`config.mk`:
```
export PLATFORM = sky130hd
export DESIGN_NAME = script_lexer_token_scanner_flat
export DESIGN_NICKNAME = d
export VERILOG_FILES = /design/src/hdl/slx_pkg.sv /design/src/hdl/slx_byte_if.sv /design/src/hdl/slx_token_if.sv /design/src/hdl/script_lexer_token_scanner.sv /design/src/hdl/slx_front.sv /design/src/hdl/slx_queue.sv /design/src/hdl/slx_back.sv /design/src/flat_wrapper.sv
export SDC_FILE = /design/constraint.sdc
export NUM_CORES = 1
export LEC_CHECK = 0
export BUFFER_PORTS_ARGS = -buffer_cell sky130_fd_sc_hd__buf_4
export CAP_MARGIN = 10
export CORE_ASPECT_RATIO = 0.9
export CORE_UTILIZATION = 45
export CTS_CLUSTER_DIAMETER = 120
export DETAILED_ROUTE_END_ITERATION = 10
export PLACE_DENSITY = 0.65
export SYNTH_ARGS = -nofsm -noshare
export SYNTH_HDL_FRONTEND = slang
export SYNTH_HIERARCHICAL = 1
export SYNTH_SLANG_ARGS = --single-unit
```
`constraint.sdc`:
```
create_clock -name i_clk -period 8 [get_ports i_clk]
set_clock_uncertainty 0.05 [all_clocks]
set_input_delay 0.8 -clock i_clk [delete_from_list [all_inputs] [get_ports i_clk]]
set_output_delay 0.8 -clock i_clk [all_outputs]
set_load 0.05 [all_outputs]
```
`src/hdl/slx_pkg.sv`:
```
// Shared types, codes and helper functions of the script lexer token scanner.
`default_nettype none

package slx_pkg;

    // Width of the internal offset counters; reported offsets are 16 bits.
    localparam int POS_BITS  = 16;
    localparam int OUT_POS_W = 16;
    localparam int TYPE_W    = 4;
    localparam int MAX_TOK   = 3;
    localparam int TOKCNT_W  = 2;

    // Depth of the group queue between the scanner and the token sender.
    localparam int QDEPTH = 4;
    localparam int QPTR_W = $clog2(QDEPTH);
    localparam int QCNT_W = $clog2(QDEPTH + 1);

    typedef logic [POS_BITS-1:0] t_pos;

    // Token type codes.
    localparam logic [TYPE_W-1:0] T_OTHER   = 4'd0;
    localparam logic [TYPE_W-1:0] T_END     = 4'd1;
    localparam logic [TYPE_W-1:0] T_LINE    = 4'd2;
    localparam logic [TYPE_W-1:0] T_PREPROC = 4'd3;
    localparam logic [TYPE_W-1:0] T_BLOCK   = 4'd4;
    localparam logic [TYPE_W-1:0] T_STRING  = 4'd5;
    localparam logic [TYPE_W-1:0] T_ESCAPE  = 4'd6;
    localparam logic [TYPE_W-1:0] T_RAW     = 4'd7;
    localparam logic [TYPE_W-1:0] T_NEWLINE = 4'd8;
    localparam logic [TYPE_W-1:0] T_OPER    = 4'd9;
    localparam logic [TYPE_W-1:0] T_IDENT   = 4'd10;
    localparam logic [TYPE_W-1:0] T_NUMBER  = 4'd11;

    // Scanner mode codes.
    localparam logic [3:0] M_IDLE    = 4'd0;
    localparam logic [3:0] M_SLASH   = 4'd1;
    localparam logic [3:0] M_SLASH2  = 4'd2;
    localparam logic [3:0] M_LINE    = 4'd3;
    localparam logic [3:0] M_PREPROC = 4'd4;
    localparam logic [3:0] M_BLOCK   = 4'd5;
    localparam logic [3:0] M_STRING  = 4'd6;
    localparam logic [3:0] M_RAW     = 4'd7;
    localparam logic [3:0] M_CR      = 4'd8;
    localparam logic [3:0] M_IDENT   = 4'd9;
    localparam logic [3:0] M_NUMBER  = 4'd10;

    // Bit positions of the pending flags.
    localparam int FB_STAR = 0;
    localparam int FB_BSL  = 1;
    localparam int FB_PIPE = 2;

    // Character codes.
    localparam logic [7:0] CH_TAB    = 8'h09;
    localparam logic [7:0] CH_LF     = 8'h0A;
    localparam logic [7:0] CH_VT     = 8'h0B;
    localparam logic [7:0] CH_FF     = 8'h0C;
    localparam logic [7:0] CH_CR     = 8'h0D;
    localparam logic [7:0] CH_SPACE  = 8'h20;
    localparam logic [7:0] CH_BANG   = 8'h21;
    localparam logic [7:0] CH_DQUOTE = 8'h22;
    localparam logic [7:0] CH_SQUOTE = 8'h27;
    localparam logic [7:0] CH_LPAREN = 8'h28;
    localparam logic [7:0] CH_RPAREN = 8'h29;
    localparam logic [7:0] CH_STAR   = 8'h2A;
    localparam logic [7:0] CH_COMMA  = 8'h2C;
    localparam logic [7:0] CH_DOT    = 8'h2E;
    localparam logic [7:0] CH_SLASH  = 8'h2F;
    localparam logic [7:0] CH_0      = 8'h30;
    localparam logic [7:0] CH_9      = 8'h39;
    localparam logic [7:0] CH_UC_A   = 8'h41;
    localparam logic [7:0] CH_UC_Z   = 8'h5A;
    localparam logic [7:0] CH_LBRACK = 8'h5B;
    localparam logic [7:0] CH_BSL    = 8'h5C;
    localparam logic [7:0] CH_RBRACK = 8'h5D;
    localparam logic [7:0] CH_UNDER  = 8'h5F;
    localparam logic [7:0] CH_LC_A   = 8'h61;
    localparam logic [7:0] CH_LC_C   = 8'h63;
    localparam logic [7:0] CH_LC_N   = 8'h6E;
    localparam logic [7:0] CH_LC_R   = 8'h72;
    localparam logic [7:0] CH_LC_T   = 8'h74;
    localparam logic [7:0] CH_LC_Z   = 8'h7A;
    localparam logic [7:0] CH_PIPE   = 8'h7C;

    typedef struct packed {
        logic [TYPE_W-1:0]    tok_type;
        logic [OUT_POS_W-1:0] start;
        logic [OUT_POS_W-1:0] stop;
    } t_token;

    // All tokens caused by one byte, in emission order.
    typedef struct packed {
        logic [TOKCNT_W-1:0]       count;
        t_token [MAX_TOK-1:0]      tok;
    } t_group;

    // Increment that sticks at the top value.
    function automatic t_pos sat_inc(input t_pos x);
        return (&x) ? x : x + t_pos'(1);
    endfunction

    // Reported offsets are the low 16 bits of the counter.
    function automatic logic [OUT_POS_W-1:0] pos_out(input t_pos x);
        logic [31:0] w;
        w = 32'(x);
        return w[OUT_POS_W-1:0];
    endfunction

    function automatic t_token mk_tok(input logic [TYPE_W-1:0] ty,
                                      input t_pos st, input t_pos sp);
        t_token t;
        t.tok_type = ty;
        t.start    = pos_out(st);
        t.stop     = pos_out(sp);
        return t;
    endfunction

    function automatic logic is_letter(input logic [7:0] c);
        return (c >= CH_LC_A && c <= CH_LC_Z) || (c >= CH_UC_A && c <= CH_UC_Z);
    endfunction

    function automatic logic is_digit(input logic [7:0] c);
        return c >= CH_0 && c <= CH_9;
    endfunction

    function automatic logic is_blank(input logic [7:0] c);
        return c == CH_SPACE || c == CH_TAB || c == CH_VT || c == CH_FF;
    endfunction

endpackage

`default_nettype wire

```
`src/hdl/slx_byte_if.sv`:
```
// Stream interface that carries text bytes into the scanner.
`default_nettype none

interface slx_byte_if;
    logic       valid;
    logic       ready;
    logic [7:0] ch;
    logic       last;

    modport source (output valid, output ch, output last, input ready);
    modport sink (input valid, input ch, input last, output ready);
endinterface

`default_nettype wire

```
`src/hdl/slx_token_if.sv`:
```
// Stream interface that carries tokens out of the scanner.
`default_nettype none

interface slx_token_if;
    logic        valid;
    logic        ready;
    logic [3:0]  tok_kind;
    logic [15:0] start_pos;
    logic [15:0] stop_pos;
    logic        last_of_run;

    modport source (output valid, output tok_kind, output start_pos,
                    output stop_pos, output last_of_run, input ready);
    modport sink (input valid, input tok_kind, input start_pos,
                  input stop_pos, input last_of_run, output ready);
endinterface

`default_nettype wire

```
`src/hdl/script_lexer_token_scanner.sv`:
```
// Top level of the script lexer token scanner: front end, group queue, back end.
// Throughput: one byte per cycle while the queue is not full; the back sends the tokens of a group in turn,
// and the four-group queue lets the front keep taking bytes while the back drains tokens.
// Reset: synchronous, active low; clears the scanner mode, offsets, flags and queue pointers.
// No clearing pass is needed, so the block takes bytes in the first cycle after reset.
`default_nettype none

module script_lexer_token_scanner
    import slx_pkg::*;
(
    input  wire logic   i_clk,
    input  wire logic   i_rst_n,
    slx_byte_if.sink    i_byte,
    slx_token_if.source o_token
);

    logic   push, full, pop, head_valid;
    t_group group, head;

    slx_front u_front (
        .i_clk   (i_clk),
        .i_rst_n (i_rst_n),
        .i_byte  (i_byte),
        .i_full  (full),
        .o_push  (push),
        .o_group (group)
    );

    slx_queue u_queue (
        .i_clk        (i_clk),
        .i_rst_n      (i_rst_n),
        .i_push       (push),
        .i_group      (group),
        .o_full       (full),
        .i_pop        (pop),
        .o_head_valid (head_valid),
        .o_head       (head)
    );

    slx_back u_back (
        .i_clk        (i_clk),
        .i_rst_n      (i_rst_n),
        .i_head_valid (head_valid),
        .i_head       (head),
        .o_pop        (pop),
        .o_token      (o_token)
    );

endmodule

`default_nettype wire

```
`src/hdl/slx_front.sv`:
```
// Front end: accepts text bytes, runs the scanner state and forms token groups.
`default_nettype none

module slx_front
    import slx_pkg::*;
(
    input  wire logic i_clk,
    input  wire logic i_rst_n,
    slx_byte_if.sink  i_byte,
    input  wire logic i_full,
    output logic      o_push,
    output t_group    o_group
);

    logic [3:0] r_mode, n_mode;
    t_pos       r_tb, n_tb;
    t_pos       r_pos, n_pos;
    logic [2:0] r_flags, n_flags;

    logic   acc;
    logic   [7:0] c;
    logic   [3:0] cv;
    t_token [3:0] cand;
    t_group grp;

    assign c            = i_byte.ch;
    assign i_byte.ready = !i_full;
    assign acc          = i_byte.valid && !i_full;

    // Scan one byte: the open token first, then a fresh look from idle if needed.
    always_comb begin
        logic       again;
        logic       esc_hit;
        logic [3:0] m;
        t_pos       tb;
        t_pos       p;
        t_pos       pn;
        t_pos       esc_st;
        logic [2:0] fl;
        logic [TYPE_W-1:0] fin_ty;
        logic       fin_open;
        logic [TOKCNT_W-1:0] n;

        p       = r_pos;
        m       = r_mode;
        tb      = r_tb;
        fl      = r_flags;
        again   = 1'b0;
        esc_hit = 1'b0;
        cv      = '0;
        cand    = '0;
        fin_ty  = T_OTHER;
        fin_open = 1'b0;
        n       = '0;
        grp     = '0;
        esc_st  = (p == '0) ? '0 : ((&p) ? p : p - t_pos'(1));

        case (r_mode)
            M_SLASH: begin
                if (c == CH_SLASH) begin
                    m = M_SLASH2;
                end else if (c == CH_STAR) begin
                    m  = M_BLOCK;
                    fl = '0;
                end else begin
                    cv[0]   = 1'b1;
                    cand[0] = mk_tok(T_OTHER, tb, sat_inc(tb));
                    m       = M_IDLE;
                    again   = 1'b1;
                end
            end
            M_SLASH2, M_LINE, M_PREPROC: begin
                if (c == CH_CR || c == CH_LF) begin
                    cv[0]   = 1'b1;
                    cand[0] = mk_tok((r_mode == M_PREPROC) ? T_PREPROC : T_LINE, tb, p);
                    m       = M_IDLE;
                    again   = 1'b1;
                end else if (r_mode == M_SLASH2) begin
                    m = (c == CH_BANG) ? M_PREPROC : M_LINE;
                end
            end
            M_BLOCK: begin
                if (fl[FB_STAR] && c == CH_SLASH) begin
                    cv[0]   = 1'b1;
                    cand[0] = mk_tok(T_BLOCK, tb, sat_inc(p));
                    m       = M_IDLE;
                    fl      = '0;
                end else begin
                    fl = '0;
                    fl[FB_STAR] = (c == CH_STAR);
                end
            end
            M_STRING: begin
                if (fl[FB_BSL]) begin
                    esc_hit = c == CH_BSL || c == CH_LC_N || c == CH_LC_T || c == CH_DQUOTE;
                end else if (fl[FB_PIPE]) begin
                    esc_hit = c == CH_LC_C || c == CH_LC_N || c == CH_LC_R;
                end
                if (fl[FB_BSL] || fl[FB_PIPE]) begin
                    fl = '0;
                end
                if (esc_hit) begin
                    cv[0]   = 1'b1;
                    cand[0] = mk_tok(T_ESCAPE, esc_st, sat_inc(p));
                end else if (c == CH_DQUOTE) begin
                    cv[0]   = 1'b1;
                    cand[0] = mk_tok(T_STRING, tb, sat_inc(p));
                    m       = M_IDLE;
                end else if (c == CH_BSL) begin
                    fl = '0;
                    fl[FB_BSL] = 1'b1;
                end else if (c == CH_PIPE) begin
                    fl = '0;
                    fl[FB_PIPE] = 1'b1;
                end
            end
            M_RAW: begin
                if (c == CH_SQUOTE) begin
                    cv[0]   = 1'b1;
                    cand[0] = mk_tok(T_RAW, tb, sat_inc(p));
                    m       = M_IDLE;
                end
            end
            M_CR: begin
                cv[0] = 1'b1;
                m     = M_IDLE;
                if (c == CH_LF) begin
                    cand[0] = mk_tok(T_NEWLINE, tb, sat_inc(p));
                end else begin
                    cand[0] = mk_tok(T_NEWLINE, tb, sat_inc(tb));
                    again   = 1'b1;
                end
            end
            M_IDENT: begin
                if (!(is_letter(c) || is_digit(c) || c == CH_UNDER)) begin
                    cv[0]   = 1'b1;
                    cand[0] = mk_tok(T_IDENT, tb, p);
                    m       = M_IDLE;
                    again   = 1'b1;
                end
            end
            M_NUMBER: begin
                if (!is_digit(c)) begin
                    cv[0]   = 1'b1;
                    cand[0] = mk_tok(T_NUMBER, tb, p);
                    m       = M_IDLE;
                    again   = 1'b1;
                end
            end
            default: begin
                m     = M_IDLE;
                again = 1'b1;
            end
        endcase

        // Classify the byte as the first byte of a new token.
        if (again) begin
            tb = p;
            fl = '0;
            if (!is_blank(c)) begin
                case (c)
                    CH_SLASH:  m = M_SLASH;
                    CH_DQUOTE: m = M_STRING;
                    CH_SQUOTE: m = M_RAW;
                    CH_CR:     m = M_CR;
                    CH_LF: begin
                        cv[1]   = 1'b1;
                        cand[1] = mk_tok(T_NEWLINE, p, sat_inc(p));
                    end
                    CH_COMMA, CH_DOT, CH_LBRACK, CH_RBRACK, CH_LPAREN, CH_RPAREN: begin
                        cv[1]   = 1'b1;
                        cand[1] = mk_tok(T_OPER, p, sat_inc(p));
                    end
                    default: begin
                        if (is_letter(c) || c == CH_UNDER) begin
                            m = M_IDENT;
                        end else if (is_digit(c)) begin
                            m = M_NUMBER;
                        end else begin
                            cv[1]   = 1'b1;
                            cand[1] = mk_tok(T_OTHER, p, sat_inc(p));
                        end
                    end
                endcase
            end
        end

        pn = sat_inc(p);

        // End of text: close the open token, add the end token and start over.
        if (i_byte.last) begin
            fin_open = 1'b1;
            case (m)
                M_SLASH:             fin_ty = T_OTHER;
                M_SLASH2, M_LINE:    fin_ty = T_LINE;
                M_PREPROC:           fin_ty = T_PREPROC;
                M_BLOCK:             fin_ty = T_BLOCK;
                M_STRING:            fin_ty = T_STRING;
                M_RAW:               fin_ty = T_RAW;
                M_CR:                fin_ty = T_NEWLINE;
                M_IDENT:             fin_ty = T_IDENT;
                M_NUMBER:            fin_ty = T_NUMBER;
                default:             fin_open = 1'b0;
            endcase
            cv[2]   = fin_open;
            cand[2] = mk_tok(fin_ty, tb, (m == M_SLASH) ? sat_inc(tb) : pn);
            cv[3]   = 1'b1;
            cand[3] = mk_tok(T_END, pn, pn);
            n_mode  = M_IDLE;
            n_tb    = '0;
            n_pos   = '0;
            n_flags = '0;
        end else begin
            n_mode  = m;
            n_tb    = tb;
            n_pos   = pn;
            n_flags = fl;
        end

        // Pack the valid candidates in order.
        for (int k = 0; k < 4; k++) begin
            if (cv[k] && n != TOKCNT_W'(MAX_TOK)) begin
                grp.tok[n] = cand[k];
                n = n + TOKCNT_W'(1);
            end
        end
        grp.count = n;
    end

    assign o_push  = acc && (grp.count != '0);
    assign o_group = grp;

    // Scanner state advances on every accepted item.
    always_ff @(posedge i_clk) begin
        if (!i_rst_n) begin
            r_mode  <= M_IDLE;
            r_tb    <= '0;
            r_pos   <= '0;
            r_flags <= '0;
        end else if (acc) begin
            r_mode  <= n_mode;
            r_tb    <= n_tb;
            r_pos   <= n_pos;
            r_flags <= n_flags;
        end
    end

    // The end of a text always leaves the scanner in its reset state.
    a_fin_resets: assert property (@(posedge i_clk) disable iff (!i_rst_n)
        (acc && i_byte.last) |=> (r_pos == '0 && r_mode == M_IDLE && r_flags == '0))
        else $error("scanner state not cleared after end of text");

    // A final byte always produces at least the end token.
    a_fin_pushes: assert property (@(posedge i_clk) disable iff (!i_rst_n)
        (acc && i_byte.last) |-> o_push)
        else $error("end of text without a token group");

endmodule

`default_nettype wire

```
`src/hdl/slx_queue.sv`:
```
// Short queue of token groups between the scanner and the token sender.
`default_nettype none

module slx_queue
    import slx_pkg::*;
(
    input  wire logic   i_clk,
    input  wire logic   i_rst_n,
    input  wire logic   i_push,
    input  wire t_group i_group,
    output logic        o_full,
    input  wire logic   i_pop,
    output logic        o_head_valid,
    output t_group      o_head
);

    t_group              r_mem [QDEPTH];
    logic [QPTR_W-1:0]   r_wr, r_rd;
    logic [QCNT_W-1:0]   r_count;
    logic                push, pop;

    assign o_full       = (r_count == QCNT_W'(QDEPTH));
    assign o_head_valid = (r_count != '0);
    assign o_head       = r_mem[r_rd];
    assign push         = i_push && !o_full;
    assign pop          = i_pop && o_head_valid;

    function automatic logic [QPTR_W-1:0] ptr_next(input logic [QPTR_W-1:0] x);
        return (x == QPTR_W'(QDEPTH - 1)) ? '0 : x + QPTR_W'(1);
    endfunction

    // Pointers and fill count.
    always_ff @(posedge i_clk) begin
        if (!i_rst_n) begin
            r_wr    <= '0;
            r_rd    <= '0;
            r_count <= '0;
        end else begin
            if (push) begin
                r_wr <= ptr_next(r_wr);
            end
            if (pop) begin
                r_rd <= ptr_next(r_rd);
            end
            if (push && !pop) begin
                r_count <= r_count + QCNT_W'(1);
            end else if (pop && !push) begin
                r_count <= r_count - QCNT_W'(1);
            end
        end
    end

    // Group storage.
    always_ff @(posedge i_clk) begin
        if (push) begin
            r_mem[r_wr] <= i_group;
        end
    end

    a_count_range: assert property (@(posedge i_clk) disable iff (!i_rst_n)
        r_count <= QCNT_W'(QDEPTH))
        else $error("queue fill count out of range");

    a_push_count: assert property (@(posedge i_clk) disable iff (!i_rst_n)
        (push && !pop) |=> (r_count == $past(r_count) + QCNT_W'(1)))
        else $error("queue count did not follow a push");

    a_head_nonempty: assert property (@(posedge i_clk) disable iff (!i_rst_n)
        o_head_valid |-> (o_head.count != '0))
        else $error("empty token group in queue");

endmodule

`default_nettype wire

```
`src/hdl/slx_back.sv`:
```
// Back end: sends the tokens of each queued group one item per cycle while the token receiver is ready.
`default_nettype none

module slx_back
    import slx_pkg::*;
(
    input  wire logic   i_clk,
    input  wire logic   i_rst_n,
    input  wire logic   i_head_valid,
    input  wire t_group i_head,
    output logic        o_pop,
    slx_token_if.source o_token
);

    logic [TOKCNT_W-1:0] r_idx;
    logic                is_last;
    logic                out_acc;
    t_token              tok;

    assign tok     = i_head.tok[r_idx];
    assign is_last = (r_idx == i_head.count - TOKCNT_W'(1));
    assign out_acc = i_head_valid && o_token.ready;
    assign o_pop   = out_acc && is_last;

    assign o_token.valid       = i_head_valid;
    assign o_token.tok_kind    = tok.tok_type;
    assign o_token.start_pos   = tok.start;
    assign o_token.stop_pos    = tok.stop;
    assign o_token.last_of_run = is_last;

    // Walk through the tokens of the head group.
    always_ff @(posedge i_clk) begin
        if (!i_rst_n) begin
            r_idx <= '0;
        end else if (out_acc) begin
            r_idx <= is_last ? '0 : r_idx + TOKCNT_W'(1);
        end
    end

    a_idx_in_group: assert property (@(posedge i_clk) disable iff (!i_rst_n)
        i_head_valid |-> (r_idx < i_head.count))
        else $error("token index beyond its group");

endmodule

`default_nettype wire
```
`src/flat_wrapper.sv`:
```
// flat-port wrapper written by rule: the top's interface ports become plain ports
module script_lexer_token_scanner_flat import slx_pkg::*;
  (i_clk, i_rst_n, i_byte_valid, i_byte_ch, i_byte_last, i_byte_ready, o_token_valid, o_token_tok_kind, o_token_start_pos, o_token_stop_pos, o_token_last_of_run, o_token_ready);
  slx_byte_if i_byte_i ();
  slx_token_if o_token_i ();
  input  wire logic i_clk;
  input  wire logic i_rst_n;
  input wire logic [$bits(i_byte_i.valid)-1:0] i_byte_valid;
  input wire logic [$bits(i_byte_i.ch)-1:0] i_byte_ch;
  input wire logic [$bits(i_byte_i.last)-1:0] i_byte_last;
  output wire logic [$bits(i_byte_i.ready)-1:0] i_byte_ready;
  output wire logic [$bits(o_token_i.valid)-1:0] o_token_valid;
  output wire logic [$bits(o_token_i.tok_kind)-1:0] o_token_tok_kind;
  output wire logic [$bits(o_token_i.start_pos)-1:0] o_token_start_pos;
  output wire logic [$bits(o_token_i.stop_pos)-1:0] o_token_stop_pos;
  output wire logic [$bits(o_token_i.last_of_run)-1:0] o_token_last_of_run;
  input wire logic [$bits(o_token_i.ready)-1:0] o_token_ready;
  assign i_byte_i.valid = i_byte_valid;
  assign i_byte_i.ch = i_byte_ch;
  assign i_byte_i.last = i_byte_last;
  assign i_byte_ready = i_byte_i.ready;
  assign o_token_valid = o_token_i.valid;
  assign o_token_tok_kind = o_token_i.tok_kind;
  assign o_token_start_pos = o_token_i.start_pos;
  assign o_token_stop_pos = o_token_i.stop_pos;
  assign o_token_last_of_run = o_token_i.last_of_run;
  assign o_token_i.ready = o_token_ready;
  script_lexer_token_scanner u_core (.i_clk(i_clk), .i_rst_n(i_rst_n), .i_byte(i_byte_i), .o_token(o_token_i));
endmodule
```
Yosys cells after proc, flatten, opt, wreduce, memory -nomap -nowiden. Memory sizes are Yosys's and may differ from the RTL's. A register that Yosys moved wholly into a read port is not among the register bits. Cells that the tools add are included.

Word-level logic and storage cells: 245. Bits in registers: 48. Input port bits: 13. Output and inout bits: 39. Memory bits (writable): 440. Memories kept: 1.

$add $sub $neg: 13. Order comparisons: 13. Equality and inequality tests: 53. Reductions and logical operators: 51. Muxes and demuxes: 106.

Memories: u_core.u_queue.r_mem (words 4, bits a word 110, read ports 1, clocked after memory_dff 1, wr ports 1, line slx_queue.sv:17) `t_group r_mem [QDEPTH];`.

Operators with widths (number): bitwise mux 108 bit (3); two-way mux 108 bit (3); two-way mux 36 bit (9); case mux 36 bit (8 select lines) (1); demux 36 bit (select 2 bit) (3); two-way mux 16 bit (10); two-way mux 35 bit (4); two-way mux 32 bit (4); case mux 36 bit (3 select lines) (1); == test 8 x 6 -> 1 bit (second input constant) (10); binary-select mux 36 bit (select 2 bit) (1); == test 8 x 7 -> 1 bit (second input constant) (9); two-way mux 69 bit (1); two-way mux 4 bit (13); adder 16 x 1 -> 16 bit (second input constant) (3); AND reduction 16 bit (3); two-way mux 3 bit (14); == test 8 x 4 -> 1 bit (second input constant) (5); two-way mux 34 bit (1); == test 4 x 3 -> 1 bit (second input constant) (8); case mux 4 bit (8 select lines) (1); case mux 4 bit (7 select lines) (1); == test 4 bit (second input constant) (6); two-way mux 1 bit (22); 38 further kinds (100).

Depth between registers and ports, before layout.
Depth in word-level cells: 29. Depth in mapped cells: 25. Gate-level depth less buffers: 22.

Modules after synthesis. Netlist, hierarchy kept.

Modules (own cells, without submodules): slx_queue (cells each 625, instances 1, area an instance 16353.2 sq um, sequential area each 13392.8 sq um); slx_front (cells each 1053, instances 1, area an instance 7071.8 sq um, sequential area each 780.7 sq um); slx_back (cells each 139, instances 1, area an instance 895.9 sq um, sequential area each 40.0 sq um).

Worst setup path after synthesis. No wires, ideal clock.

Path kind: input -> register. Start: input port i_byte_ch[2]. End: memory u_core/u_queue/r_mem[0][0] (netlist bit), enable pin. Data required time: 7468 ps. Data arrival time: 6798 ps. Path buffers: 2. Slack: 670 ps. Cell stages on the path: 19. Setup time: 482 ps. Path through: buf_2 > or3_1 > nor3_2 > o211ai_2 > o211ai_4 > and2_1 > inv_1 > ha_1 > nand2_1 > nand3_1 > nand2_1 > o21a_1 > inv_1 > ha_1 > and3_1 > a211oi_1 > nor2b_1 > buf_2 > and2_1.

Longest elaborated chain between the ends: 27. Elaborated cells on any way between the ends: 115. Those cells by class: 3 x add/sub; 6 x order compare; 36 x eq/ne; 44 x mux; 26 x reduce/logical.

RTL lines: start, declared (line flat_wrapper.sv:9) `input wire logic [$bits(i_byte_i.ch)-1:0] i_byte_ch;`; branches (longest 18 deep; another with >= comparator 8 x 7 -> 1 bit); two-way mux 2 bit * (line slx_front.sv:222) `if (cv[k] && n != TOKCNT_W'(MAX_TOK)) begin`; branches (longest 2 deep; another with adder 2 x 1 -> 2 bit); two-way mux 2 bit * (line slx_front.sv:222); nonzero test 2 bit * (line slx_front.sv:230) `assign o_push = acc && (grp.count != '0);`; logical AND 1 bit * (line slx_front.sv:230); via u_core.push (line script_lexer_token_scanner.sv:17) `logic push, full, pop, head_valid;`; logical AND 1 bit * (line slx_queue.sv:25) `assign push = i_push && !o_full;`; via u_core.u_queue.push (line slx_queue.sv:20) `logic push, pop;`; two-way mux 1 bit * (line slx_queue.sv:55) `if (push) begin`; two-way mux 1 bit (not written as such) * (line slx_queue.sv:56) `r_mem[r_wr] <= i_group;`; end, declared (line slx_queue.sv:17).

Mark *: on every way through the listed nets, which the timed path passes. The select of a mux whose other input is x is not followed.

Final worst setup path.
Start: register u_core.u_front.r_mode[0]. End: register u_core.u_queue.r_count[2].

Longest elaborated chain between the ends: 24. Elaborated cells on any way between the ends: 63. Those cells by class: 3 x add/sub; 23 x eq/ne; 24 x mux; 13 x reduce/logical.

RTL lines: start, declared (line slx_front.sv:15) `logic [3:0] r_mode, n_mode;`; start signal, assigned (line slx_front.sv:241) `r_mode <= n_mode;`; == test 4 x 2 -> 1 bit (line slx_front.sv:58, slx_front.sv:78); two-way mux 4 bit (line slx_front.sv:78) `end else if (r_mode == M_SLASH2) begin`; two-way mux 4 bit (line slx_front.sv:73) `if (c == CH_CR || c == CH_LF) begin`; case mux 4 bit (7 select lines) (line slx_front.sv:58) `case (r_mode)`; two-way mux 4 bit (line slx_front.sv:177) `end else if (is_digit(c)) begin`; two-way mux 4 bit (line slx_front.sv:175) `if (is_letter(c) || c == CH_UNDER) begin`; case mux 4 bit (5 select lines) (line slx_front.sv:161) `case (c)`; two-way mux 4 bit (line slx_front.sv:160) `if (!is_blank(c)) begin`; [... 9 more ...]; two-way mux 2 bit * (line slx_front.sv:222); nonzero test 2 bit * (line slx_front.sv:230); logical AND 1 bit * (line slx_front.sv:230); via u_core.push (line script_lexer_token_scanner.sv:17); logical AND 1 bit * (line slx_queue.sv:25); logical NOT 1 bit (line slx_queue.sv:47) `end else if (pop && !push) begin`; logical AND 1 bit (line slx_queue.sv:47); nonzero test 2 bit (no line); end signal, assigned (line slx_queue.sv:46) `r_count <= r_count + QCNT_W'(1);`; end signal, assigned (line slx_queue.sv:48) `r_count <= r_count - QCNT_W'(1);`; end, declared (line slx_queue.sv:19) `logic [QCNT_W-1:0] r_count;`.

Mark *: on every way through the listed nets, which the timed path passes. A chain may end at the register's enable or synchronous reset.

==> out/qor.csv <==
metric;value;unit
status;finished, violations left;
failing checks;design-rule violations;
CP Data Arrival Time;6.68;ns
# hold bufs at CTS;0;
area grow syn2layout;10.1;%
detailed-router iteration count before antenna repair;9;
post_cts resized;0;
async set or reset register ratio after synthesis;0;%
post-DP HPWL;42600;um
total global-route track usage;24.2;%
initial antenna violation count;0;
die height;223;um
Setup Fix Bufs, Post-CTS;0;
Slew HR;22.4;%
Vias;16200;
Power Density;278;nW/um2
flops & latches, synth;490;
FF-to-FF path depth;22;
Yosys cell types;98;
CTS root buffer;clkbuf_16;
DRC viols;2;
pin count of the biggest net entering global routing;111;
Clock Latency Late Sink;0.60;ns
FMAX;0.161;GHz
startpoint types;flip-flop;
HP Start;u_core/u_queue/r_wr[1];
R2R Path End;u_core/u_queue/r_count[2];
Hold Crit Depth;2;
GR Overflow Total;0;
# diodes;0;
Hold EP;u_core/u_queue/r_wr[1];
clk sink count;490;
# rows;80;
WL/cell;26.1;um
input/output buffers;51;
ys flop type;edfxtp_1;
Final Non-Filler Cells;2541;
overall die width;247;um
clock transition at the registers of the reported paths;0.06;ns
reg-to-reg startpoint;u_core/u_front/r_mode[0];
Least-Margin Pin Slew;1.16;ns
Max FO, Critical Path;18;
synthesized net count;1847;
core area;53200;um2
Mapped Area;24300;um2
die area;55000;um2
setup tns final;0;ns
Seq/Total Area, Yosys;58.4;%
CTS tree;yes;
vias in the first global route;15600;
Avg Cell Area, Syn;13.4;um2
share of cells above drive strength 1;17.9;%
Crit Path Class;reg -> reg;
Final setup viols;0;
Synth Instances;1817;
Hold/Removal Path Class;reg -> reg;
period utilization;77.8;%
Cells after DPL;2450;
number of flops mapped to enable cells by yosys;440;
CTS buffer count;50;
Layout Nets;1835;
Routed Wire Length;66300;um
placer congestion estimate;1.02;
# IOs;52;
Slew Viols, Final;0;
depth of the CTS H-tree;2;
DR iter-0 viols;1760;
number of max-cap violations;0;
R2R Setup Slk;1.77;ns
antenna-violating nets left;0;
crit path capture type;flip-flop;
Clock Tree Buf Depth;3;
Max VDD drop;149;uV
Syn. warnings;6;
CP Data Required Time;8.46;ns
Fin. Hold Viols;0;
first-pass GRT wire length;99600;um
Pleak;8.41;nW
RSZ-0062 raised after global routing;no;
Initial Util;45.8;%
Vias/cell;6.36;
fin crit period;6.23;ns
-- Yosys cell counts, types with 20 or more instances --
master      n  area share, %
nand3_1    45           0.93
xnor2_1    29            1.0
nor2b_1    38           0.98
nor2_1    101            1.6
o22ai_1    37           0.95
buf_6      20           0.93
a22oi_1    35            1.1
mux4_2    110             10
edfxtp_1  440             54
o21ai_0   105            2.2
buf_2      45           0.93
nand2_1   152            2.3
and2_1     37           0.95
clkbuf_1   66            1.0
a21oi_1    68            1.4
mux2i_1    69            2.8
nor3_1     32           0.66
dfxtp_1    50            4.1
-- registers in the layout (all words and copies together) (netlist names), named ones only --
register / count
u_core/u_queue/r_mem: 440
u_core/u_back/r_idx: 2
u_core/u_front/r_tb: 16
u_core/u_front/r_pos: 16
u_core/u_queue/r_rd: 2
u_core/u_queue/r_wr: 2
u_core/u_front/r_flags: 3
u_core/u_front/r_mode: 4
u_core/u_queue/r_count: 3
-- power breakdown --
group | internal, mW | leakage [nW] | total, mW | switching, mW
Combinational | 0.626 | 3.08 | 1.81 | 1.19
Clock | 1.39 | 0.809 | 2.37 | 0.979
Sequential | 3.15 | 4.53 | 3.27 | 0.122
-- worst max path at each step --
stage | startpoint | end | slack (ns) | cells after the start
2_1_floorplan | i_byte_ch[2] | u_core/u_queue/r_mem[0][0] | 0.67 | 19
5_1_grt | u_core/u_front/r_mode[0] | u_core/u_queue/r_count[2] | 1.41 | 22
3_5_place_dp | i_byte_ch[3] | u_core/u_queue/r_count[2] | 1.32 | 23
4_1_cts | u_core/u_front/r_mode[0] | u_core/u_queue/r_count[2] | 1.82 | 22
3_3_place_gp | i_byte_ch[3] | u_core/u_queue/r_count[2] | 1.50 | 23
6_report | u_core/u_front/r_mode[0] | u_core/u_queue/r_count[2] | 1.77 | 22
-- cell families after synthesis --
group                      after synthesis  synth area share (%)
xor gates and xnor gates                41                  1.48
DFF                                    490                  58.4
and+or+nand+nor                        513                  10.7
adders and majority gates               17                 0.905
AOI/OAI and AO/OA                      398                  11.2
buffers and inverters                  166                  3.55
muxes                                  192                  13.7
-- layer usage --
| layer | track usage, % | routed length [um] |
|---|---|---|
| met1 | 34.8 | 28900 |
| met3 | 4.07 | 4560 |
| met2 | 37.6 | 31100 |
| met4 | 6.93 | 1660 |
| met5 | 0 | 0 |
-- per-stage QoR --
stage               util, %  setup slack (ns)  instance area, um2  hold slack [ns]  total power [mW]
floorplan                 -             0.670               24300            0.418              4.62
global placement       47.3              1.50               25100            0.434              5.12
detailed placement     47.3              1.32               25100            0.441              5.16
CTS                    50.4              1.82               26800            0.451              7.52
global route           50.4              1.41               26800            0.475              7.73
finish                 50.4              1.77               26800            0.454              7.45
-- area by class of cell --
cell class,count,area (um2)
sequential,490,14200
fill,4464,26400
timing repair buffer,84,681
clock inverter,26,303
multi-input combinational,1161,9270
clock buffer,65,1350
tap,697,872
inverter,18,67.6
-- worst max-delay path: stages, from the launching register on --
cell	delay, ns
dfxtp_1	0.68
or4b_2	0.70
a41oi_4	0.33
a211oi_4	0.10
o211ai_4	0.09
and2_1	0.25
inv_1	0.09
ha_1	0.46
nand2_1	0.29
nand3_1	0.21
nand2_1	0.14
o21a_1	0.14
inv_1	0.05
ha_1	0.27
and3_1	0.17
a211oi_1	0.19
nor2b_1	0.58
ha_1	0.30
inv_1	0.06
fa_1	0.37
xor2_1	0.16
or3_1	0.29
a21boi_0	0.17
-- layout by cell type (no fill, tap or decap), drive strengths merged, types with 6 or more instances in the layout --
cell	instances
and4	6
ha	16
bufinv	6
nand2	152
a211oi	12
nor3b	8
xor2	12
nand3b	7
nand4	18
o21ai	113
xnor2	29
nor3	33
nand2b	13
a22oi	35
clkinv	15
and3	10
o211ai	9
a21oi	69
nor2b	38
or2	6
a31oi	14
nor4b	6
a221oi	10
mux4	110
inv	22
dfxtp	50
nor2	104
and2	38
o22ai	45
mux2	13
clkbuf	65
o2bb2ai	9
buf	84
o32ai	11
mux2i	69
nand3	45
edfxtp	440
or3	12
o221ai	6
No activity file was read; power rests on OpenSTA's default activity.
